**src/sv/rwr_pkg.sv**
```systemverilog
// ----------------------------------------------------------------------------
// rwr_pkg
// Shared types and defaults for the reorder window receiver: result kinds,
// controller states and the command/status bundles between control and datapath.
// ----------------------------------------------------------------------------
package rwr_pkg;

   // default sizes
   localparam int DEF_WINDOW_DEPTH = 8;
   localparam int DEF_DATA_WIDTH   = 64;
   localparam int DEF_SEQ_WIDTH    = 16;

   // result kind codes
   typedef enum logic [1:0] {
      KIND_DATA = 2'd0,
      KIND_ACK  = 2'd1,
      KIND_DONE = 2'd2
   } kind_type;

   // controller states
   typedef enum logic [2:0] {
      ST_IDLE,
      ST_CHECK,
      ST_DRAIN_CHK,
      ST_DRAIN_EMIT,
      ST_FLUSH_CHK,
      ST_FLUSH_EMIT,
      ST_TAIL
   } state_type;

   // source of the next result
   typedef enum logic [1:0] {
      SRC_DRAIN,
      SRC_FLUSH,
      SRC_TAIL
   } out_src_type;

   // controller to datapath
   typedef struct packed {
      logic        capture;
      logic        store;
      logic        rd_en;
      logic        rd_flush;
      logic        out_load;
      out_src_type out_src;
      logic        advance;
      logic        flush_clr;
      logic        cnt_clr;
      logic        cnt_inc;
      logic        set_finished;
   } cmd_type;

   // datapath to controller
   typedef struct packed {
      logic drop;
      logic head_valid;
      logic ptr_valid;
      logic cnt_last;
      logic out_free;
      logic last_pkt;
   } status_type;

endpackage

```
**src/sv/rwr_ctrl.sv**
```systemverilog
// ----------------------------------------------------------------------------
// rwr_ctrl
// Sequencer for one request: classify, store or drop, drain in-order slots,
// flush the window on the final packet, then emit the ack or done result.
// ----------------------------------------------------------------------------
module rwr_ctrl (
   input  logic               clock,
   input  logic               reset,
   input  logic               req_tvalid,
   output logic               req_tready,
   input  rwr_pkg::status_type status,
   output rwr_pkg::cmd_type    cmd
);
   import rwr_pkg::*;

   state_type state_ff;
   state_type state_in;

   // state register
   always_ff @(posedge clock) begin
      if (reset) begin
         state_ff <= ST_IDLE;
      end else begin
         state_ff <= state_in;
      end
   end

   // next state
   always_comb begin
      state_in = state_ff;
      unique case (state_ff)
         ST_IDLE: begin
            if (req_tvalid) state_in = ST_CHECK;
         end
         ST_CHECK: begin
            state_in = status.drop ? ST_IDLE : ST_DRAIN_CHK;
         end
         ST_DRAIN_CHK: begin
            priority if (status.head_valid) state_in = ST_DRAIN_EMIT;
            else if (status.last_pkt)       state_in = ST_FLUSH_CHK;
            else                            state_in = ST_TAIL;
         end
         ST_DRAIN_EMIT: begin
            if (status.out_free) state_in = ST_DRAIN_CHK;
         end
         ST_FLUSH_CHK: begin
            priority if (status.ptr_valid) state_in = ST_FLUSH_EMIT;
            else if (status.cnt_last)      state_in = ST_TAIL;
            else                           state_in = ST_FLUSH_CHK;
         end
         ST_FLUSH_EMIT: begin
            if (status.out_free) state_in = status.cnt_last ? ST_TAIL : ST_FLUSH_CHK;
         end
         ST_TAIL: begin
            if (status.out_free) state_in = ST_IDLE;
         end
         default: state_in = ST_IDLE;
      endcase
   end

   // outputs
   always_comb begin
      cmd        = '0;
      cmd.out_src = SRC_DRAIN;
      req_tready = 1'b0;
      unique case (state_ff)
         ST_IDLE: begin
            req_tready  = 1'b1;
            cmd.capture = req_tvalid;
         end
         ST_CHECK: begin
            cmd.store = ~status.drop;
         end
         ST_DRAIN_CHK: begin
            cmd.rd_en   = status.head_valid;
            cmd.cnt_clr = ~status.head_valid;
         end
         ST_DRAIN_EMIT: begin
            cmd.out_load = status.out_free;
            cmd.out_src  = SRC_DRAIN;
            cmd.advance  = status.out_free;
         end
         ST_FLUSH_CHK: begin
            cmd.rd_en    = status.ptr_valid;
            cmd.rd_flush = 1'b1;
            cmd.cnt_inc  = ~status.ptr_valid;
         end
         ST_FLUSH_EMIT: begin
            cmd.out_load  = status.out_free;
            cmd.out_src   = SRC_FLUSH;
            cmd.flush_clr = status.out_free;
            cmd.cnt_inc   = status.out_free;
         end
         ST_TAIL: begin
            cmd.out_load     = status.out_free;
            cmd.out_src      = SRC_TAIL;
            cmd.set_finished = status.out_free & status.last_pkt;
         end
         default: begin
            cmd = '0;
         end
      endcase
   end

endmodule

```
**src/sv/rwr_datapath.sv**
```systemverilog
// ----------------------------------------------------------------------------
// rwr_datapath
// Window state (base, ring head, valid bits, slot memory), captured request
// and the registered result stage.
// ----------------------------------------------------------------------------
module rwr_datapath #(
   parameter int WINDOW_DEPTH = rwr_pkg::DEF_WINDOW_DEPTH,
   parameter int DATA_WIDTH   = rwr_pkg::DEF_DATA_WIDTH,
   parameter int SEQ_WIDTH    = rwr_pkg::DEF_SEQ_WIDTH
) (
   input  logic                  clock,
   input  logic                  reset,
   input  rwr_pkg::cmd_type      cmd,
   output rwr_pkg::status_type   status,
   input  logic [SEQ_WIDTH-1:0]  in_seq,
   input  logic                  in_chan,
   input  logic                  in_last,
   input  logic [DATA_WIDTH-1:0] in_data,
   output logic                  out_valid,
   input  logic                  out_ready,
   output rwr_pkg::kind_type     out_kind,
   output logic [SEQ_WIDTH-1:0]  out_seq,
   output logic                  out_chan,
   output logic [DATA_WIDTH-1:0] out_data,
   output logic                  out_last
);
   import rwr_pkg::*;

   localparam int IDX_W = (WINDOW_DEPTH > 1) ? $clog2(WINDOW_DEPTH) : 1;
   localparam logic [IDX_W:0]   DEPTH_X   = (IDX_W + 1)'(WINDOW_DEPTH);
   localparam logic [IDX_W-1:0] LAST_IDX  = IDX_W'(WINDOW_DEPTH - 1);

   // ring index add with one wrap correction, both operands below the depth
   function automatic logic [IDX_W-1:0] ring_add(input logic [IDX_W-1:0] a,
                                                 input logic [IDX_W-1:0] b);
      logic [IDX_W:0] sum;
      sum = {1'b0, a} + {1'b0, b};
      if (sum >= DEPTH_X) sum = sum - DEPTH_X;
      return sum[IDX_W-1:0];
   endfunction

   // captured request
   logic [SEQ_WIDTH-1:0]  seq_ff;
   logic                  chan_ff;
   logic                  last_ff;
   logic [DATA_WIDTH-1:0] data_ff;

   // window state
   logic [SEQ_WIDTH-1:0]    base_ff,  base_in;
   logic [IDX_W-1:0]        head_ff,  head_in;
   logic [IDX_W-1:0]        cnt_ff,   cnt_in;
   logic [WINDOW_DEPTH-1:0] valid_ff, valid_in;
   logic                    finished_ff, finished_in;
   logic [DATA_WIDTH-1:0]   mem [WINDOW_DEPTH];
   logic [DATA_WIDTH-1:0]   rd_data_ff;

   // result stage
   logic                  ovalid_ff;
   kind_type              okind_ff;
   logic [SEQ_WIDTH-1:0]  oseq_ff;
   logic                  ochan_ff;
   logic [DATA_WIDTH-1:0] odata_ff;
   logic                  olast_ff;

   logic [SEQ_WIDTH-1:0] diff;
   logic                 stale;
   logic                 in_win;
   logic [IDX_W-1:0]     st_idx;
   logic [IDX_W-1:0]     ptr;
   logic [IDX_W-1:0]     rd_addr;
   logic [IDX_W-1:0]     head_next;

   // classification of the captured packet and ring addresses
   always_comb begin
      diff      = seq_ff - base_ff;
      stale     = seq_ff < base_ff;
      in_win    = 33'(diff) < 33'(WINDOW_DEPTH);
      st_idx    = ring_add(head_ff, IDX_W'(diff));
      ptr       = ring_add(head_ff, cnt_ff);
      rd_addr   = cmd.rd_flush ? ptr : head_ff;
      head_next = (head_ff == LAST_IDX) ? '0 : head_ff + 1'b1;
   end

   // status back to the controller
   always_comb begin
      status.drop       = finished_ff | stale;
      status.head_valid = valid_ff[head_ff];
      status.ptr_valid  = valid_ff[ptr];
      status.cnt_last   = cnt_ff == LAST_IDX;
      status.out_free   = ~ovalid_ff | out_ready;
      status.last_pkt   = last_ff;
   end

   // request capture
   always_ff @(posedge clock) begin
      if (cmd.capture) begin
         seq_ff  <= in_seq;
         chan_ff <= in_chan;
         last_ff <= in_last;
         data_ff <= in_data;
      end
   end

   // slot memory: one write, one registered read
   always_ff @(posedge clock) begin
      if (cmd.store && in_win) mem[st_idx] <= data_ff;
      if (cmd.rd_en) rd_data_ff <= mem[rd_addr];
   end

   // window control next values
   always_comb begin
      valid_in    = valid_ff;
      base_in     = base_ff;
      head_in     = head_ff;
      cnt_in      = cnt_ff;
      finished_in = finished_ff | cmd.set_finished;
      if (cmd.store && in_win) valid_in[st_idx] = 1'b1;
      if (cmd.advance) begin
         valid_in[head_ff] = 1'b0;
         head_in           = head_next;
         base_in           = base_ff + 1'b1;
      end
      if (cmd.flush_clr) valid_in[ptr] = 1'b0;
      priority if (cmd.cnt_clr) cnt_in = '0;
      else if (cmd.cnt_inc)     cnt_in = cnt_ff + 1'b1;
   end

   // window control registers
   always_ff @(posedge clock) begin
      if (reset) begin
         valid_ff    <= '0;
         base_ff     <= '0;
         head_ff     <= '0;
         cnt_ff      <= '0;
         finished_ff <= 1'b0;
      end else begin
         valid_ff    <= valid_in;
         base_ff     <= base_in;
         head_ff     <= head_in;
         cnt_ff      <= cnt_in;
         finished_ff <= finished_in;
      end
   end

   // result valid
   always_ff @(posedge clock) begin
      if (reset) begin
         ovalid_ff <= 1'b0;
      end else if (cmd.out_load) begin
         ovalid_ff <= 1'b1;
      end else if (out_ready) begin
         ovalid_ff <= 1'b0;
      end
   end

   // result payload
   always_ff @(posedge clock) begin
      if (cmd.out_load) begin
         unique case (cmd.out_src)
            SRC_DRAIN: begin
               okind_ff <= KIND_DATA;
               oseq_ff  <= base_ff;
               ochan_ff <= 1'b0;
               odata_ff <= rd_data_ff;
               olast_ff <= 1'b0;
            end
            SRC_FLUSH: begin
               okind_ff <= KIND_DATA;
               oseq_ff  <= base_ff + SEQ_WIDTH'(cnt_ff);
               ochan_ff <= 1'b0;
               odata_ff <= rd_data_ff;
               olast_ff <= 1'b0;
            end
            SRC_TAIL: begin
               okind_ff <= last_ff ? KIND_DONE : KIND_ACK;
               oseq_ff  <= seq_ff;
               ochan_ff <= last_ff ? 1'b0 : chan_ff;
               odata_ff <= '0;
               olast_ff <= 1'b1;
            end
            default: begin
               okind_ff <= KIND_ACK;
               oseq_ff  <= seq_ff;
               ochan_ff <= chan_ff;
               odata_ff <= '0;
               olast_ff <= 1'b1;
            end
         endcase
      end
   end

   assign out_valid = ovalid_ff;
   assign out_kind  = okind_ff;
   assign out_seq   = oseq_ff;
   assign out_chan  = ochan_ff;
   assign out_data  = odata_ff;
   assign out_last  = olast_ff;

endmodule

```
**src/sv/reorder_window_receiver.sv**
```systemverilog
// ----------------------------------------------------------------------------
// reorder_window_receiver
// Selective-repeat receive window: stores out-of-order packets, delivers them
// in order, acknowledges packets that are not dropped, flushes on the final one.
// ----------------------------------------------------------------------------
// usage:
//   req_* takes data packets: tdata = {payload, seq_no}, tuser = channel,
//   tlast = final packet of the transfer.
//   rsp_* gives results: tdata = {out_data, out_seq}, tuser = {out_channel,
//   kind}, tlast = final result of the request that caused it.
//   a request yields no result (stale or after done), or zero or more in-order
//   deliveries followed by one ack, or for the final packet the deliveries,
//   the remaining occupied window slots in order and one done.
// request flow:
//   a request is taken, classified and stored in the next cycle, then the
//   head slot is checked and the ack or done is loaded; a stale or ignored
//   request ends after the classify step; each delivered slot adds one
//   registered slot-memory read and one result load; the final flush walks
//   all window slots, checking each and loading a result for each full one.
// reset: window base to zero, all slots empty, transfer open; no clearing pass.
// stall: results sit in a one-deep output register; while rsp_tready is low
//   the sequencer holds at its next result and stops taking requests after it.
// ----------------------------------------------------------------------------
module reorder_window_receiver #(
   parameter int WINDOW_DEPTH = rwr_pkg::DEF_WINDOW_DEPTH,
   parameter int DATA_WIDTH   = rwr_pkg::DEF_DATA_WIDTH,
   parameter int SEQ_WIDTH    = rwr_pkg::DEF_SEQ_WIDTH,
   parameter int TDATA_WIDTH  = ((SEQ_WIDTH + DATA_WIDTH + 7) / 8) * 8
) (
   input  logic                   clock,
   input  logic                   reset,
   input  logic                   req_tvalid,
   output logic                   req_tready,
   input  logic [TDATA_WIDTH-1:0] req_tdata,   // seq_no, payload
   input  logic [0:0]             req_tuser,   // channel
   input  logic                   req_tlast,
   output logic                   rsp_tvalid,
   input  logic                   rsp_tready,
   output logic [TDATA_WIDTH-1:0] rsp_tdata,   // out_seq, out_data
   output logic [7:0]             rsp_tuser,   // kind, out_channel
   output logic                   rsp_tlast
);
   import rwr_pkg::*;

   cmd_type               cmd;
   status_type            status;
   kind_type              out_kind;
   logic [SEQ_WIDTH-1:0]  out_seq;
   logic                  out_chan;
   logic [DATA_WIDTH-1:0] out_data;

   // sequencer
   rwr_ctrl u_ctrl (
      .clock      (clock),
      .reset      (reset),
      .req_tvalid (req_tvalid),
      .req_tready (req_tready),
      .status     (status),
      .cmd        (cmd)
   );

   // window storage and result stage
   rwr_datapath #(
      .WINDOW_DEPTH (WINDOW_DEPTH),
      .DATA_WIDTH   (DATA_WIDTH),
      .SEQ_WIDTH    (SEQ_WIDTH)
   ) u_datapath (
      .clock     (clock),
      .reset     (reset),
      .cmd       (cmd),
      .status    (status),
      .in_seq    (req_tdata[SEQ_WIDTH-1:0]),
      .in_chan   (req_tuser[0]),
      .in_last   (req_tlast),
      .in_data   (req_tdata[SEQ_WIDTH+DATA_WIDTH-1:SEQ_WIDTH]),
      .out_valid (rsp_tvalid),
      .out_ready (rsp_tready),
      .out_kind  (out_kind),
      .out_seq   (out_seq),
      .out_chan  (out_chan),
      .out_data  (out_data),
      .out_last  (rsp_tlast)
   );

   // result packing, zero fill to whole bytes
   assign rsp_tdata = TDATA_WIDTH'({out_data, out_seq});
   assign rsp_tuser = 8'({out_chan, out_kind});

endmodule
```
**config.mk**
```make
export PLATFORM = sky130hd
export DESIGN_NAME = reorder_window_receiver
export DESIGN_NICKNAME = d
export VERILOG_FILES = /design/src/sv/rwr_pkg.sv /design/src/sv/rwr_ctrl.sv /design/src/sv/rwr_datapath.sv /design/src/sv/reorder_window_receiver.sv
export SDC_FILE = /design/constraint.sdc
export NUM_CORES = 1
export LEC_CHECK = 0
export BUFFER_PORTS_ARGS = -buffer_cell sky130_fd_sc_hd__buf_4
export CORE_MARGIN = 1.5
export CORE_UTILIZATION = 65
export DETAILED_ROUTE_END_ITERATION = 6
export HOLD_SLACK_MARGIN = 0.15
export PLACE_DENSITY = 0.84
export SLEW_MARGIN = 10
export SYNTH_ARGS = -nofsm -noshare
export SYNTH_HDL_FRONTEND = slang
export SYNTH_SLANG_ARGS = --single-unit
```
**constraint.sdc**
```tcl
create_clock -name clock -period 24.8 [get_ports clock]
set_input_delay 0 -clock clock [delete_from_list [all_inputs] [get_ports clock]]
set_output_delay 0 -clock clock [all_outputs]
set_load 0.03 [all_outputs]
```
==> summary.txt <==
Final layout
  – Most frequent cells in the layout: 742 x edfxtp_1, 191 x buf_4, 167 x dlygate4sd3_1
  – Diode count: 0
  – Nets@finish: between 2,000 and 2,500
  – Sequential Area: roughly 23,000 um^2
  – Layout cells sized above 1: 26.22%
  – P&R area growth vs syn: 20.30%
  – Commonest non-fill, non-tap cell in the layout: edfxtp_1
  – Multi-input gate area: 6948 um^2
  – Fillers: 2,157

Setup path
  – CP Cell Sequence: inv_1 > ha_1 > or3b_2 > o2111ai_1 > or4_1 > or4_1 > a221oi_2 > o2111ai_2 > nor4_2 > buf_4
  – CP bufs+invs: 2
  – Worst EP arrival: just under 5 ns
  – CP Class: reg2reg
  – Worst Path Required: 25.04 ns
  – Slowest stage delay, CP: approximately 0.90 ns
  – Type of origin of the critical path: flop
  – Critical path fanouts, max: 64
  – Slowest CP cell: buf_4
  – CP endpoint kind: flop
  – Worst path top cell family by delay: simple AND/OR/NAND/NOR gates
  – Most used cell, CP: or4_1

GRT
  – Grt ovf: 0
  – GRT met3 Usage: 4.690%
  – Initial antenna violation count: 0
  – Routing usage on met1: 41.15%
  – Top Usage Layer GRT: met2
  – Largest net degree at the start of global routing: 79
  – Vias in the first global route: 17,060
  – M2 GR Usage: around 57%
  – Global-route wire length before repair: 110,600 um
  – Total GRT Usage: 32.47%

Synthesis
  – Post-synth top flop: edfxtp_1
  – Netlist cell types: a little over 60
  – Number of flops mapped to enable cells by yosys: 742
  – Async set-reset flop share out of synthesis: 0%
  – Yosys warns: 0
  – Synthesized area: 30,220 um^2
  – Cells after synthesis: 1,559
  – Syn Area/Cell: 19.38 um^2
  – Sequential element share of the synthesized area: approximately three quarters
  – Post-synthesis register bit count: 777

Route
  – Via Count: 16,620
  – Antenna viol nets, final: 0
  – DRT Pass-1 Iters: 5
  – Vias per Instance: 6.426
  – Wirelength per Cell: slightly below 30 um
  – DRC viols: 0
  – Initial DRC Count: 1,863
  – Final wirelength: approximately 75,000 um

Floorplan
  – Io pins: 177
  – Initial Utilization: around 66%
  – Die span in x: roughly 220 um
  – Die height: 218.6 um
  – DIE AREA: 47,790 um^2
  – Core Box Area: approximately 46,000 um^2
  – Core Rows: 78

Power and ir drop
  – Clock share of power: between 30% and 40%
  – Leakage power: 0.01228 uW
  – Psw: 865.7 uW
  – Worst vdd ir: slightly below 0.00008 V
  – Comb power frac: 13.2%
  – Sequential share of power: 51.3%
  – Sw Ratio: 26.35%
  – Power Density: 90.40 nW/um^2
  – Internal power: 2420 uW

STA
  – Final setup fails: 0
  – Tmin final: between 4 and 5 ns
  – Max Slew Vio Count: 0
  – Hold Violations, Final: 0
  – Layout Skew: 0.03096 ns
  – Period utilization: approximately a fifth
  – Worst Setup Slack, final: 20.09 ns
  – RSZ-0062 raised after global routing: no
  – Relative slew slack: 19.29%
  – Worst-Margin Slew: 1.211 ns
  – Setup TNS: 0 ns
  – Maximum clock frequency: between 0.2 and 0.25 GHz

Min path
  – Worst Hold Class: in2reg

Run
  – Max-Cap Viols: 0

Clocking
  – Post-CTS setup buffers: 0
  – CTS buffer count: 74
  – CTS tree: built
  – CTS root buffer: clkbuf_16
  – Clock Sinks: 777
  – CTS H-tree depth: 3
  – CTS max path bufs: 3
  – CTS clock-pin slew for the worst setup and hold paths: 0.06 ns
  – Latest clock arrival within the worst-skew pair: 0.65 ns

Run status
  – Status: completed

Placed design
  – Post-Place Worst Slack: about 20 ns
  – GP Congestion: between 0.8 and 0.9
  – PortBufs: 171
  – Post-DP HPWL: 33,670 um
-- cell type report --
type | instances | area share [%]
flip-flops and latches | 777 | 63.22
repair buffers | 358 | 8.543
inverters | 27 | 0.2788
multi-input cells | 689 | 19.11
clock inverters | 43 | 1.253
well taps | 600 | 2.065
clock buffers | 93 | 5.521
-- power groups by stage --
stage	clock network [uW]	logic, uW	registers, uW
2_1_floorplan	0	235	1710
3_3_place_gp	0	391	1690
3_5_place_dp	0	398	1700
4_1_cts	1160	425	1680
5_1_grt	1220	460	1690
6_report	1170	432	1690
-- Yosys cell counts (all sizes together) (27+ instances only) --
library cell | instances | area, um^2
nand2 | 65 | 244.0
mux2 | 67 | 754.5
a21oi | 37 | 185.2
inv | 27 | 101.4
nor2 | 58 | 217.7
buf | 30 | 162.6
and2 | 69 | 431.7
mux4 | 132 | 2973
xnor2 | 27 | 236.5
edfxtp | 742 | 22280
o21ai | 40 | 200.2
clkbuf | 40 | 150.1
dfxtp | 35 | 700.7
-- logic make-up (layout without fill, tap and decap cells) --
group	after synthesis	after routing	synth area share, %
AOI/OAI and AO/OA	130	130	2.700
xor gates and xnor gates	34	34	0.9855
DFF	777	777	76.06
muxes	209	209	12.67
adders and majority gates	30	30	1.342
other	1	5	0.01241
and+or+nand+nor	281	281	4.865
buffers and inverters	97	521	1.371
-- worst register-to-register path: cells and delay by family (launching register included) --
kind / cells / cell delay [ns]
AOI/OAI and AO/OA: 3 / 0.77
buffers and inverters: 2 / 0.97
DFF: 1 / 0.44
and+or+nand+nor: 4 / 1.60
adders and majority gates: 1 / 0.49
-- timing repair --
item | 4_1_cts | 5_1_grt
hold endpoints to repair | 150 | 0
gates resized for setup | 0 | 0
hold buffers | 167 | 0
-- layer usage --
metal	routed length, um	share of wire, %
met5	0	0
met4	2554	3.4
met3	5520	7.4
met2	40200	54
met1	26780	36
-- state kept, by name, summed over array words and instances, names as in the netlist, 8 cells and up --
register	count
u_datapath.mem	512
u_datapath.data_ff	64
u_datapath.out_data	64
u_datapath.rd_data_ff	64
u_datapath.base_ff	16
u_datapath.out_seq	16
u_datapath.seq_ff	16
u_datapath.valid_ff	8
-- final timing paths --
check	from	endpoint	slack, ns	cells past startpoint
min reg2reg	u_datapath.valid_ff[2]	u_datapath.valid_ff[2]	0.48	2
max reg2reg	u_datapath.base_ff[12]	u_datapath.mem[1][32]	20.09	10
min	reset	u_datapath.base_ff[3]	0.32	3
max	u_datapath.base_ff[12]	u_datapath.mem[1][32]	20.09	10
-- stage by stage --
stage | total power, uW | util [%] | hold WS, ns | std cells | area (um^2)
finish | 3286 | 79.76 | 0.3173 | 2587 | 36350
global route | 3374 | 79.76 | 0.3245 | 2587 | 36350
CTS | 3263 | 79.76 | 0.2898 | 2587 | 36350
detailed placement | 2102 | 70.69 | 0.1792 | 2284 | 32220
global placement | 2085 | 70.69 | 0.1783 | 2284 | 32220
floorplan | 1949 | - | 0.09887 | 1563 | 30230
No activity file was read; power rests on OpenSTA's default activity.
